<file path="src/rtl/sdsr_pkg.sv">
// Shared types and codes for the signed divide and square root unit.
// Used by sdsr_serial and by the top level; depends on nothing else.
package sdsr_pkg;

  // Command codes carried on the input tuser.
  localparam logic [1:0] CMD_DIV      = 2'd0;
  localparam logic [1:0] CMD_DIV_SWAP = 2'd1;
  localparam logic [1:0] CMD_SQRT     = 2'd2;

  // Update kinds carried on the output tuser.
  localparam logic [1:0] KIND_NONE  = 2'd0;
  localparam logic [1:0] KIND_FIRST = 2'd1;
  localparam logic [1:0] KIND_ALL   = 2'd2;

  // Control from the sequencer to the bit-serial datapath.
  typedef struct packed {
    logic start;
    logic root_mode;
  } sdsr_ctrl_t;

endpackage

</file>
<file path="src/rtl/sdsr_serial.sv">
// Bit-serial restoring datapath shared by unsigned division and square root.
// Depends on sdsr_pkg for the control struct.
module sdsr_serial #(
  parameter int WORD_WIDTH = 32
) (
  input  logic                       clk,
  input  logic                       rst,
  input  sdsr_pkg::sdsr_ctrl_t       ctrl,
  input  logic [WORD_WIDTH-1:0]      operand_a,
  input  logic [WORD_WIDTH-1:0]      operand_b,
  output logic                       done,
  output logic [WORD_WIDTH-1:0]      quot,
  output logic [WORD_WIDTH-1:0]      rem
);
  import sdsr_pkg::*;

  localparam int W  = WORD_WIDTH;
  localparam int NP = (W + 1) / 2;
  localparam int AW = 2 * NP;
  localparam int CW = $clog2(W + 1);

  logic [AW-1:0] acc;
  logic [W-1:0]  den;
  logic [W-1:0]  part;
  logic [CW-1:0] count;
  logic          busy;
  logic          root_mode;

  logic [W+1:0]  part_sh;
  logic [W+1:0]  sub;
  logic [W+1:0]  diff;
  logic          take;

  // One trial subtraction per cycle: a dividend bit or a radicand bit pair
  // is shifted into the partial remainder, then the divisor or the trial
  // root is subtracted when it fits.
  always_comb begin
    if (root_mode) begin
      part_sh = {part, acc[AW-1:AW-2]};
      sub     = {den, 2'b01};
    end else begin
      part_sh = {1'b0, part, acc[AW-1]};
      sub     = {2'b00, den};
    end
    diff = part_sh - sub;
    take = ~diff[W+1];
  end

  // Sequencing control.
  always_ff @(posedge clk) begin
    if (rst) begin
      busy  <= 1'b0;
      done  <= 1'b0;
      count <= '0;
    end else if (ctrl.start) begin
      busy  <= 1'b1;
      done  <= 1'b0;
      count <= ctrl.root_mode ? CW'(NP) : CW'(W);
    end else if (busy) begin
      count <= count - 1'b1;
      if (count == CW'(1)) begin
        busy <= 1'b0;
        done <= 1'b1;
      end
    end else begin
      done <= 1'b0;
    end
  end

  // Shift registers: the dividend leaves at the top while quotient bits
  // enter at the bottom; for the root the trial root grows in den.
  always_ff @(posedge clk) begin
    if (ctrl.start) begin
      root_mode <= ctrl.root_mode;
      part      <= '0;
      if (ctrl.root_mode) begin
        acc <= AW'(operand_a);
        den <= '0;
      end else begin
        acc <= AW'(operand_a) << (AW - W);
        den <= operand_b;
      end
    end else if (busy) begin
      part <= take ? diff[W-1:0] : part_sh[W-1:0];
      if (root_mode) begin
        acc <= {acc[AW-3:0], 2'b00};
        den <= {den[W-2:0], take};
      end else begin
        acc <= {acc[AW-2:0], take};
      end
    end
  end

  assign quot = root_mode ? den : acc[W-1:0];
  assign rem  = part;

endmodule

</file>
<file path="src/rtl/signed_divide_and_square_root_unit.sv">
// Top level of the signed divide and square root unit: stream handshake,
// operand sign handling, result fix-up and output register.
// Depends on sdsr_pkg and sdsr_serial.
//
// Usage:
//   Input words arrive on s_axis: tuser carries the command (divide first by
//   second, divide second by first, square root of first), tdata carries the
//   two operands. Results leave on m_axis: tdata holds quotient or root,
//   remainder and absolute quotient; tuser holds the update kind.
//   A word is taken when tvalid and tready are both high.
//   Timing: a divide runs one quotient bit per cycle through the shared
//   restoring datapath, and a square root retires two radicand bits per
//   cycle. A zero divisor or an unused command skips the datapath.
//   One word is in flight at a time; s_axis_tready is high only when idle.
//   The output register lets a new word be taken while a result waits.
//   If the receiver stalls, a finished result waits in the datapath until
//   the output register frees up, and no new word is taken meanwhile.
//   Reset (rst, synchronous) empties the output and returns to idle.
module signed_divide_and_square_root_unit #(
  parameter int WORD_WIDTH = 32
) (
  input  logic                                   clk,
  input  logic                                   rst,
  input  logic                                   s_axis_tvalid,
  output logic                                   s_axis_tready,
  // Fields from bit 0: first_operand, second_operand, zero padding.
  input  logic [((2*WORD_WIDTH+7)/8)*8-1:0]      s_axis_tdata,
  // Fields from bit 0: cmd.
  input  logic [1:0]                             s_axis_tuser,
  output logic                                   m_axis_tvalid,
  input  logic                                   m_axis_tready,
  // Fields from bit 0: quotient_or_root, remainder, abs_quotient, padding.
  output logic [((3*WORD_WIDTH+7)/8)*8-1:0]      m_axis_tdata,
  // Fields from bit 0: update_kind.
  output logic [1:0]                             m_axis_tuser
);
  import sdsr_pkg::*;

  localparam int W        = WORD_WIDTH;
  localparam int M_DATA_W = ((3 * W + 7) / 8) * 8;

  typedef enum logic [1:0] {
    ST_IDLE,
    ST_RUN,
    ST_HOLD
  } state_t;

  state_t state;

  // Job descriptor kept while the datapath runs.
  logic job_root;
  logic job_zero;
  logic neg_quot;
  logic neg_rem;

  logic [W-1:0] first_op;
  logic [W-1:0] second_op;
  logic [W-1:0] num;
  logic [W-1:0] den;
  logic [W-1:0] num_mag;
  logic [W-1:0] den_mag;
  logic         in_root;
  logic         in_zero;
  logic         accept;
  sdsr_ctrl_t   ctrl;

  logic         unit_done;
  logic [W-1:0] unit_quot;
  logic [W-1:0] unit_rem;

  logic [W-1:0] res_quot;
  logic [W-1:0] res_rem;
  logic [W-1:0] res_abs;
  logic [1:0]   res_kind;
  logic         out_free;
  logic         load_out;

  assign s_axis_tready = (state == ST_IDLE);
  assign accept        = s_axis_tvalid && s_axis_tready;
  assign first_op      = s_axis_tdata[W-1:0];
  assign second_op     = s_axis_tdata[2*W-1:W];

  // Decode the command and take operand magnitudes.
  always_comb begin
    in_root = 1'b0;
    in_zero = 1'b0;
    num     = first_op;
    den     = second_op;
    case (s_axis_tuser)
      CMD_DIV: begin
        in_zero = (second_op == '0);
      end
      CMD_DIV_SWAP: begin
        num     = second_op;
        den     = first_op;
        in_zero = (first_op == '0);
      end
      CMD_SQRT: begin
        in_root = 1'b1;
      end
      default: begin
        in_zero = 1'b1;
      end
    endcase
    num_mag = (num[W-1] && !in_root) ? (~num + 1'b1) : num;
    den_mag = den[W-1] ? (~den + 1'b1) : den;
  end

  // Start flag first, then root mode, as laid out in the control struct.
  assign ctrl = {accept && !in_zero, in_root};

  sdsr_serial #(
    .WORD_WIDTH(W)
  ) u_serial (
    .clk       (clk),
    .rst       (rst),
    .ctrl      (ctrl),
    .operand_a (num_mag),
    .operand_b (den_mag),
    .done      (unit_done),
    .quot      (unit_quot),
    .rem       (unit_rem)
  );

  // Apply signs to the divide results; a root passes unsigned, an empty job gives zeros.
  always_comb begin
    if (job_zero) begin
      res_quot = '0;
      res_rem  = '0;
      res_abs  = '0;
      res_kind = KIND_NONE;
    end else if (job_root) begin
      res_quot = unit_quot;
      res_rem  = '0;
      res_abs  = '0;
      res_kind = KIND_FIRST;
    end else begin
      res_quot = neg_quot ? (~unit_quot + 1'b1) : unit_quot;
      res_rem  = neg_rem ? (~unit_rem + 1'b1) : unit_rem;
      res_abs  = unit_quot;
      res_kind = KIND_ALL;
    end
  end

  assign out_free = !m_axis_tvalid || m_axis_tready;
  assign load_out = out_free && ((state == ST_HOLD) || (state == ST_RUN && unit_done));

  // Sequencer state and output register.
  always_ff @(posedge clk) begin
    if (rst) begin
      state         <= ST_IDLE;
      m_axis_tvalid <= 1'b0;
    end else begin
      case (state)
        ST_IDLE: begin
          if (accept) begin
            state <= in_zero ? ST_HOLD : ST_RUN;
          end
        end
        ST_RUN: begin
          if (unit_done) begin
            state <= out_free ? ST_IDLE : ST_HOLD;
          end
        end
        ST_HOLD: begin
          if (out_free) begin
            state <= ST_IDLE;
          end
        end
        default: begin
          state <= ST_IDLE;
        end
      endcase
      if (load_out) begin
        m_axis_tvalid <= 1'b1;
      end else if (m_axis_tready) begin
        m_axis_tvalid <= 1'b0;
      end
    end
  end

  // Output payload and job descriptor.
  always_ff @(posedge clk) begin
    if (load_out) begin
      m_axis_tdata <= M_DATA_W'({res_abs, res_rem, res_quot});
      m_axis_tuser <= res_kind;
    end
    if (accept) begin
      job_root <= in_root;
      job_zero <= in_zero;
      neg_quot <= num[W-1] ^ den[W-1];
      neg_rem  <= num[W-1];
    end
  end

`ifndef SYNTH
  // A taken word always leaves the idle state.
  assert property (@(posedge clk) disable iff (rst)
    (s_axis_tvalid && s_axis_tready) |=> (state != ST_IDLE))
    else $error("sdsr: accepted word did not start a job");

  // The datapath finishes only while the sequencer waits for it.
  assert property (@(posedge clk) disable iff (rst)
    unit_done |-> (state == ST_RUN))
    else $error("sdsr: datapath finished outside of a running job");

  // A word with nothing written carries all-zero data.
  assert property (@(posedge clk) disable iff (rst)
    (m_axis_tvalid && m_axis_tuser == KIND_NONE) |-> (m_axis_tdata == '0))
    else $error("sdsr: empty result carries data");

  // A root result leaves remainder and absolute quotient zero.
  assert property (@(posedge clk) disable iff (rst)
    (m_axis_tvalid && m_axis_tuser == KIND_FIRST) |-> (m_axis_tdata[3*W-1:W] == '0))
    else $error("sdsr: root result has nonzero upper words");

  // A full divide result has a quotient equal to its magnitude up to sign.
  assert property (@(posedge clk) disable iff (rst)
    (m_axis_tvalid && m_axis_tuser == KIND_ALL) |->
      ((m_axis_tdata[W-1:0] == m_axis_tdata[3*W-1:2*W]) ||
       (m_axis_tdata[W-1:0] == (~m_axis_tdata[3*W-1:2*W] + 1'b1))))
    else $error("sdsr: quotient and absolute quotient disagree");
`endif

endmodule

</file>
<file path="config.mk">
export PLATFORM = sky130hd
export DESIGN_NAME = signed_divide_and_square_root_unit
export DESIGN_NICKNAME = d
export VERILOG_FILES = /design/src/rtl/sdsr_pkg.sv /design/src/rtl/sdsr_serial.sv /design/src/rtl/signed_divide_and_square_root_unit.sv
export SDC_FILE = /design/constraint.sdc
export NUM_CORES = 1
export LEC_CHECK = 0
export BUFFER_PORTS_ARGS = -buffer_cell sky130_fd_sc_hd__buf_2
export CAP_MARGIN = 40
export CORE_UTILIZATION = 25
export DETAILED_ROUTE_END_ITERATION = 8
export GPL_TIMING_DRIVEN = 0
export HOLD_SLACK_MARGIN = 0.12
export PLACE_DENSITY = 0.52
export SYNTH_ARGS = -nofsm -noshare
export SYNTH_HDL_FRONTEND = slang
export SYNTH_SLANG_ARGS = --single-unit
</file>
<file path="constraint.sdc">
create_clock -name clk -period 7.65 [get_ports clk]
set_clock_uncertainty 0.05 [all_clocks]
set_input_delay 0.3825 -clock clk [delete_from_list [all_inputs] [get_ports clk]]
set_output_delay 0.3825 -clock clk [all_outputs]
set_load 0.05 [all_outputs]
</file>
# Word level (Yosys, flattened, before mapping)
# Index checks and enable logic that the tools add are counted.
totals:
  ff_bits: 210
  inputBits: 70
  output_inout_bits: 100
op_classes:
  bitwise: 7
  n_addsub: 6
  n_reduce_logical: 21
  mux: 35
  eq_ne: 8
ops:
  columns: ["cell", "n"]
  rows:
  - ["32-bit 2-to-1 mux", 16]
  - ["32-bit by 1-bit adder with 32-bit output (second input constant)", 4]
  - ["32-bit inverter", 4]
  - ["34-bit 2-to-1 mux", 2]
  - ["32-bit logical NOT", 2]
  - ["34-bit subtractor", 1]
  - ["6-bit 2-to-1 mux", 3]
  - ["2-bit 2-to-1 mux", 6]
  - ["6-bit by 1-bit equality test with 1-bit output (second input constant)", 1]
  - ["1-bit 2-to-1 mux", 6]
  - ["2-bit case mux with 3 select lines", 1]
  - ["2-bit nonzero test", 3]
  - ["6-bit by 1-bit subtractor with 6-bit output (second input constant)", 1]
  - ["1-bit logical AND", 5]
  - ["2-bit by 1-bit equality test with 1-bit output (second input constant)", 2]
  - ["2-bit equality test (second input constant)", 2]
  - ["2-bit logical NOT", 2]
  - ["2-bit by 1-bit inequality test with 1-bit output (second input constant)", 2]
  - ["1-bit logical NOT", 3]
  - ["1-bit case mux with 3 select lines", 1]
  - ["3-bit AND reduction", 1]
  - ["3-bit OR reduction", 1]
  - ["1-bit logical OR", 2]
  - ["2-bit inequality test (second input constant)", 1]
  - ["other kinds (4)", 5]

# Logic depth before layout (Yosys ltp)
# Gate-level depths: netlist of the first run.
depth:
  depth_word: 7
  mapped_depth: 21

# Cells and area by module
# From an unflattened synthesis of the first run, not the netlist that was laid out.
unflattened:
  cells_unflattened: 1654
  area_unflattened_um2: 15800.2
modules_own_cells:
  columns: ["mod", "seq_area_each_um2", "n_inst", "cells_per_inst", "area_each_um2"]
  rows:
  - ["signed_divide_and_square_root_unit", 3123.0, 1, 866, 7955.1]
  - ["sdsr_serial", 2752.6, 1, 788, 7845.0]

# Worst setup path before layout of the first run
# No wires, ideal clock.
synth_timing:
  path_type: "register to register"
  start: "register state[1]"
  end: "register m_axis_tdata[0], enable pin"
  slack_ns: 2.218
  t_arrival_ns: 4.827
  required_ns: 7.045
  stages_incl_launch_ff: 3
  path_cell_list: "dfxtp_1 -> mux2_2 -> nor2_1"
synth_between:
  elab_chain_cells: 4
  elab_cells_between_ends: 5
synth_lines:
  columns: ["item", "line", "text"]
  rows:
  - ["from (decl)", "signed_divide_and_square_root_unit.sv:48", "state_t state;"]
  - ["from (signal assigned)", "signed_divide_and_square_root_unit.sv:157", "state <= in_zero ? ST_HOLD : ST_RUN;"]
  - ["from (signal assigned)", "signed_divide_and_square_root_unit.sv:162", "state <= out_free ? ST_IDLE : ST_HOLD;"]
  - ["2-bit by 1-bit equality test with 1-bit output", "signed_divide_and_square_root_unit.sv:146", "assign load_out = out_free && ((state == ST_HOLD) || (state == ST_RUN && unit_done));"]
  - ["1-bit logical AND", "signed_divide_and_square_root_unit.sv:146", null]
  - ["1-bit logical OR (*)", "signed_divide_and_square_root_unit.sv:146", null]
  - ["1-bit logical AND (*)", "signed_divide_and_square_root_unit.sv:146", null]
  - ["net load_out", "signed_divide_and_square_root_unit.sv:76", "logic load_out;"]
  - ["to (signal assigned)", "signed_divide_and_square_root_unit.sv:185", "m_axis_tdata <= M_DATA_W'({res_abs, res_rem, res_quot});"]
  - ["to (decl)", "signed_divide_and_square_root_unit.sv:33", "output logic [((3*WORD_WIDTH+7)/8)*8-1:0] m_axis_tdata,"]
# Mark *: on every way through the listed nets, which the timed path passes. The rest lies on a longest branch.
# A chain may end at the register's enable or synchronous reset.

# Final worst setup path of the first run
layout_timing:
  start: "register u_serial.root_mode"
  end: "register u_serial.part[17] (netlist: u_serial.rem[17])"
layout_between:
  elab_chain_cells: 3
  elab_cells_between_ends: 4
layout_lines:
  columns: ["item", "line", "text"]
  rows:
  - ["from (decl)", "sdsr_serial.sv:27", "logic root_mode;"]
  - ["from (signal assigned)", "sdsr_serial.sv:74", "root_mode <= ctrl.root_mode;"]
  - ["34-bit 2-to-1 mux", "sdsr_serial.sv:38", "if (root_mode) begin"]
  - ["34-bit subtractor", "sdsr_serial.sv:45", "diff = part_sh - sub;"]
  - ["32-bit 2-to-1 mux (*)", "sdsr_serial.sv:84", "part <= take ? diff[W-1:0] : part_sh[W-1:0];"]
  - ["to (signal assigned)", "sdsr_serial.sv:84", null]
  - ["to (decl)", "sdsr_serial.sv:24", "logic [W-1:0] part;"]
# Every way passes the cells marked *; elsewhere a longest branch is shown, timed or not.

==> impl_metrics.json, run 1 <==
{
  "status": "finished, violations left",
  "violations": "design-rule violations",
  "synth-xor-area-share": 0.0883,
  "io_buffer_count": 169,
  "cp_common_cell": "clkbuf_1",
  "drive_above_1_share": 0.158,
  "fmax_mhz": 144,
  "intPower_mw": 2.98,
  "via_per_inst": 5.16,
  "place_hpwl_um": 45700,
  "dieHeight_um": 248,
  "cp_slowest_stage_delay_ps": 530,
  "p_total_mw": 5.06,
  "p_switching_mw": 2.07,
  "synth_area_leader_cell": "edfxtp_1",
  "p_clk_frac": 0.228,
  "clock_latency_ps": 550,
  "fin_crit_sh": 0.906,
  "synth-simple-area-share": 0.170,
  "fin_cells": 2632,
  "cp_top_family": "buffers and inverters",
  "cp_max_fo": 19,
  "worstPathRequired_ps": 8000,
  "clock_path_buffers": 3,
  "place_ws_ps": -20.0,
  "synth_sequential_area_ratio": 0.390,
  "n_antenna_cell": 0,
  "p_sw_frac": 0.410,
  "start_kind": "flip-flop",
  "dpl.cell_count": 2590,
  "fin_crit_ps": 6930,
  "dr_total_vias": 13579,
  "cap_violations": 0,
  "layout_setup_ws_ps": 723,
  "power.density_mw_per_mm2": 284,
  "crit_chain": "clkbuf_1 -> clkbuf_1 -> clkbuf_1 -> clkbuf_2 -> clkbuf_1 -> clkbuf_1 -> mux2i_1 -> ha_1 -> o21a_1 -> o31a_1 -> o21a_1 -> a31o_2 -> a21oi_1 -> o31ai_1 -> xor2_1 -> buf_2 -> buf_2 -> mux2i_1 -> a21oi_1",
  "synth_top_cell_area_share": 0.333,
  "p_leak_nw": 6.88,
  "post_dp_cell_area_mm2": 0.0170,
  "ir_drop_mv": 0.142,
  "slew_violations": 0,
  "path_class": "flip-flop to flip-flop",
  "rsz0062_at_grt": "false",
  "gp_congestion": 0.944,
  "synthAdderAreaFrac": 0.0337,
  "grt-ovfl-total": 0,
  "netlist_area_mm2": 0.0151,
  "tightestPinTransition_ps": 923,
  "final_area_mm2": 0.0178,
  "track_usage": 0.179,
  "fp.dieArea_mm2": 0.0613,
  "wire_per_inst_um": 21.3,
  "layout.nets": 1952,
  "htreeDepth": 1,
  "hold_path_class": "input port to flip-flop",
  "yosys-top-cells-count": "nor2_1, edfxtp_1, a21oi_1",
  "numCtsBuffers": 23,
  "synth-edff-count": 167,
  "detail-route-antenna-nets": 0,
  "slew-limit-headroom": 0.383,
  "synth_mux_area_frac": 0.112,
  "slowest_stage": "clkbuf_2",
  "ys.flop_type": "edfxtp_1",
  "crit_buf_inv": 8,
  "yosys_warnings": 0,
  "syn_to_final_growth_pct": 18.0,
  "grt_pass1_wl_um": 82800,
  "hold_viol": 0,
  "synthArstFlopShare": 0,
  "drc_errors": 1,
  "p_seq_frac": 0.330,
  "first_pass_iters": 9,
  "grt_max_degree": 32,
  "cp.arrival_ps": 7270,
  "combPwrFrac": 0.442,
  "first_iter_violations": 1256,
  "grt_pass1_vias": 13041,
  "cts_root_buf": "clkbuf_16",
  "setup_viol": 0,
  "synth_nets": 1752,
  "synth_top_family_by_area": "compound AO/OA/AOI/OAI gates",
  "path_clk_slew_ps": 70,
  "ys_seq_elements": 210,
  "boundaryPins": 170,
  "core-area_mm2": 0.0592,
  "synth_cell_type_count": 67,
  "synth_area_leaders": "edfxtp_1, mux2i_1, dfxtp_1",
  "r2r_slack_ps": 720,
  "rows": 89,
  "syn_inst": 1642,
  "utilization": 0.300,
  "antenna_found_initial": 0,
  "cts_num_sinks": 210,
  "synth.avg_cell_area_um2": 9.18,
  "holdWs_ps": 228,
  "yosysMostFrequentCell": "nor2_1",
  "cts_tree": "yes",
  "fin_tns_setup_ps": 0,
  "initial_core_util": 0.254,
  "routed_wl_um": 56000,
  "worstSetupEndpointType": "flip-flop",
  "die_x_um": 248,
  "synth_compound_gate_area_share": 0.174
}
## cell families after synthesis
kind of cell | count (synthesis)
AOI/OAI and AO/OA | 417
buffers and inverters | 125
muxes | 164
and+or+nand+nor | 534
adders and majority gates | 40
DFF | 210
xor gates and xnor gates | 152
## power groups by stage
stage / clock [mW] / combinational (mW) / sequential [mW]
floorplan: 0 / 1.55 / 1.70
global placement: 0 / 2.18 / 1.69
detailed placement: 0 / 2.21 / 1.69
CTS: 1.18 / 2.22 / 1.66
global route: 1.21 / 2.46 / 1.69
finish: 1.15 / 2.23 / 1.67
## metal layers
layer | up-vias | global-route usage | share of wire
met5 | - | 0 | 0
met4 | 0 | 0.0534 | 0.026
met3 | 71 | 0.0214 | 0.066
met2 | 508 | 0.281 | 0.44
met1 | 6540 | 0.254 | 0.47
li1 | 6460 | - | -
## what timing repair did
item / CTS / global route
gates resized for setup: 1 / 6
cloned: 0 / 0
endpoints found under the hold margin: 5 / 0
hold buffers: 2 / 0
endpoints found under the setup margin: 2 / 22
setup buffers: 0 / 0
pin swaps: 0 / 0
## state kept, by name, summed over array words and instances (netlist names)
signal	count
m_axis_tdata	96
u_serial.done	1
u_serial.count	6
neg_rem	1
m_axis_tuser	2
state	2
job_zero	1
m_axis_tvalid	1
u_serial.root_mode	1
u_serial.den	32
u_serial.rem	32
u_serial.busy	1
neg_quot	1
job_root	1
u_serial.acc	32
## cell type report
cell class / instances / area (um^2)
plain buffers: 95 / 384
repair buffers: 177 / 968
clock buffers: 29 / 612
multi-input cells: 1307 / 8710
well taps: 773 / 967
inverters: 28 / 105
clock inverters: 13 / 164
fillers: 6274 / 41500
flip-flops and latches: 210 / 5880
## cells in the final DEF (no fill, tap or decap), types with 19 or more instances in the layout
cell / n
a21oi_1: 164
a21o_1: 19
nor2b_1: 44
a211oi_1: 40
dfxtp_1: 43
nor2_1: 205
ha_1: 39
mux2i_1: 126
xnor2_1: 75
inv_1: 28
nand2_1: 101
clkbuf_16: 23
a22o_1: 23
buf_2: 187
xor2_1: 77
clkbuf_1: 67
edfxtp_1: 167
o21ai_0: 75
nor3_1: 56
o31ai_1: 26
mux2_2: 38
## path summary, 6_finish.rpt
path,startpoint,to,cells past startpoint
worst max-delay path,u_serial.root_mode,u_serial.rem[17],19
worst min register to register,u_serial.count[1],u_serial.count[1],2
worst max register to register,u_serial.root_mode,u_serial.rem[17],19
worst min-delay path,s_axis_tdata[63],neg_quot,2
Note: power is estimated with default switching activity, not from simulation.
==> inputs of run 2 (changes only) <==
--- a/config.mk
+++ b/config.mk
@@ -12,6 +12,7 @@
 export GPL_TIMING_DRIVEN = 0
 export HOLD_SLACK_MARGIN = 0.12
 export PLACE_DENSITY = 0.52
+export REMOVE_ABC_BUFFERS = 1
 export SYNTH_ARGS = -nofsm -noshare
 export SYNTH_HDL_FRONTEND = slang
 export SYNTH_SLANG_ARGS = --single-unit
==> run 2 against run 1 <==
  * The flow still finishes with violations (design-rule violations)
  * Fmax grew 28%
  * Final area grew 1.4%
  * Count of clock-buffer cells in the layout is 2 higher
  * Non-clock buffer count fell by 72
  * Via count down 4.9%
  * Largest power group unchanged
==> impl_metrics.json, run 2 (same netlist as run 1, synthesis figures left out) <==
{
  "status": "finished, violations left",
  "violations": "design-rule violations",
  "fin_crit_ps": 5420,
  "gp_congestion": 0.867,
  "fin_crit_sh": 0.709,
  "dieHeight_um": 248,
  "p_leak_nw": 6.99,
  "largest_reg_flops": 96,
  "rsz0062_at_grt": "false",
  "slew_violations": 0,
  "clock_path_buffers": 3,
  "cap_violations": 0,
  "max_flop_register": "m_axis_tdata",
  "io_buffer_count": 169,
  "numCtsBuffers": 26,
  "fmax_mhz": 184,
  "slowest_stage": "edfxtp_1",
  "layout_commonest_cell": "nor2_1",
  "dpl.cell_count": 2516,
  "hold_viol": 0,
  "post-cts-setup-buffer-count": 0,
  "cp_slowest_stage_delay_ps": 910,
  "cp.arrival_ps": 5810,
  "p_total_mw": 5.14,
  "die_x_um": 248,
  "first_pass_iters": 7,
  "drc_errors": 8,
  "grt-ovfl-total": 0,
  "worstSetupEndpointType": "flip-flop",
  "worstPathRequired_ps": 8040,
  "crit_chain": "buf_16 -> buf_16 -> buf_8 -> mux2_2 -> ha_1 -> nand4_1 -> nor2_1 -> a2bb2oi_1 -> a21oi_1 -> a21oi_1 -> o31ai_1 -> xor2_4 -> buf_12 -> nor4_1 -> a311o_1",
  "cts_resized": 0,
  "cts_num_sinks": 210,
  "start_kind": "flip-flop",
  "fin_cells": 2568,
  "initial_core_util": 0.254,
  "cts_root_buf": "clkbuf_16",
  "antenna_found_initial": 5,
  "boundaryPins": 170,
  "slew-limit-headroom": 0.343,
  "fp.dieArea_mm2": 0.0613,
  "first_iter_violations": 864,
  "hold_path_class": "input port to flip-flop",
  "layout_common_cells": "nor2_1, buf_2, edfxtp_1, a21oi_1, mux2i_1",
  "rows": 89,
  "wire_per_inst_um": 19.1,
  "tightestPinTransition_ps": 982,
  "cp_max_fo": 27,
  "grt_max_degree": 58,
  "place_hpwl_um": 38800,
  "setup_viol": 0,
  "ir_drop_mv": 0.122,
  "path_clk_slew_ps": 70,
  "dr_total_vias": 12919,
  "path_class": "flip-flop to flip-flop",
  "grt_pass1_wl_um": 74800,
  "via_per_inst": 5.03,
  "holdBufCountCts": 2,
  "htreeDepth": 1,
  "grt_pass1_vias": 12512,
  "routed_wl_um": 49200,
  "layout.nets": 1883,
  "drive_above_1_share": 0.172,
  "cts_tree": "yes",
  "utilization": 0.304,
  "track_usage": 0.157,
  "syn_to_final_growth_pct": 19.7,
  "clock_latency_ps": 550,
  "detail-route-antenna-nets": 0,
  "power.density_mw_per_mm2": 285,
  "core-area_mm2": 0.0592
}
## run 2: cell types whose count changed in the layout (fill, tap and decap cells not counted), sizes merged
| cell | before | now |
|---|---|---|
| clkinv | 5 | 9 |
| clkinvlp | 2 | 4 |
| bufinv | 3 | 4 |
| diode | 0 | 2 |
| clkbuf | 97 | 31 |
| buf | 202 | 198 |
| inv | 31 | 28 |
## run 2: through the flow
stage               instance area [um^2]  setup slack, ps  TNS (ps)  hold WS (ps)
finish                             18000             2230         0           232
global route                       18000             1830         0           226
CTS                                18000             2220         0           212
detailed placement                 17100             2240         0           445
global placement                   16500            -4890   -328490           432
floorplan                          14700            -1540    -46970           402
## run 2: worst paths after layout
kind	to	slack [ps]	startpoint	cells past startpoint
worst max register to register	u_serial.rem[7]	2230	u_serial.root_mode	15
worst min register to register	u_serial.done	450	u_serial.done	2
worst min-delay path	state[1]	230	s_axis_tvalid	5
worst max-delay path	u_serial.rem[7]	2230	u_serial.root_mode	15
## run 2: per-layer routing
layer	vias to the layer above	global-route usage	wire [um]
met2	323	0.254	22200
li1	6346	-	-
met4	0	0.0368	976
met5	-	0	0
met3	55	0.0186	2510
met1	6195	0.222	23500
## run 2: report_power, final
group	internal, mW	switching [mW]	leakage (nW)	total [mW]
logic	0.895	1.30	4.64	2.19
clock network	0.786	0.521	0.427	1.31
registers	1.44	0.198	1.93	1.64
## run 2: final cells by class
cell class	count	area, um^2
well taps	773	967
clock buffers	31	701
clock inverters	17	194
inverters	28	105
multi-input cells	1307	8760
repair buffers	200	1430
diodes	2	5.00
flip-flops and latches	210	5880
fillers	6273	41200
## run 2: worst max-delay path, delay by kind of cell (launching register included)
kind	cells	cell delay [ps]
mux	1	390
flops	1	910
compound gates	5	1540
fa+ha+maj	1	430
buf+inv	4	870
xor+xnor	1	600
simple gates	3	470
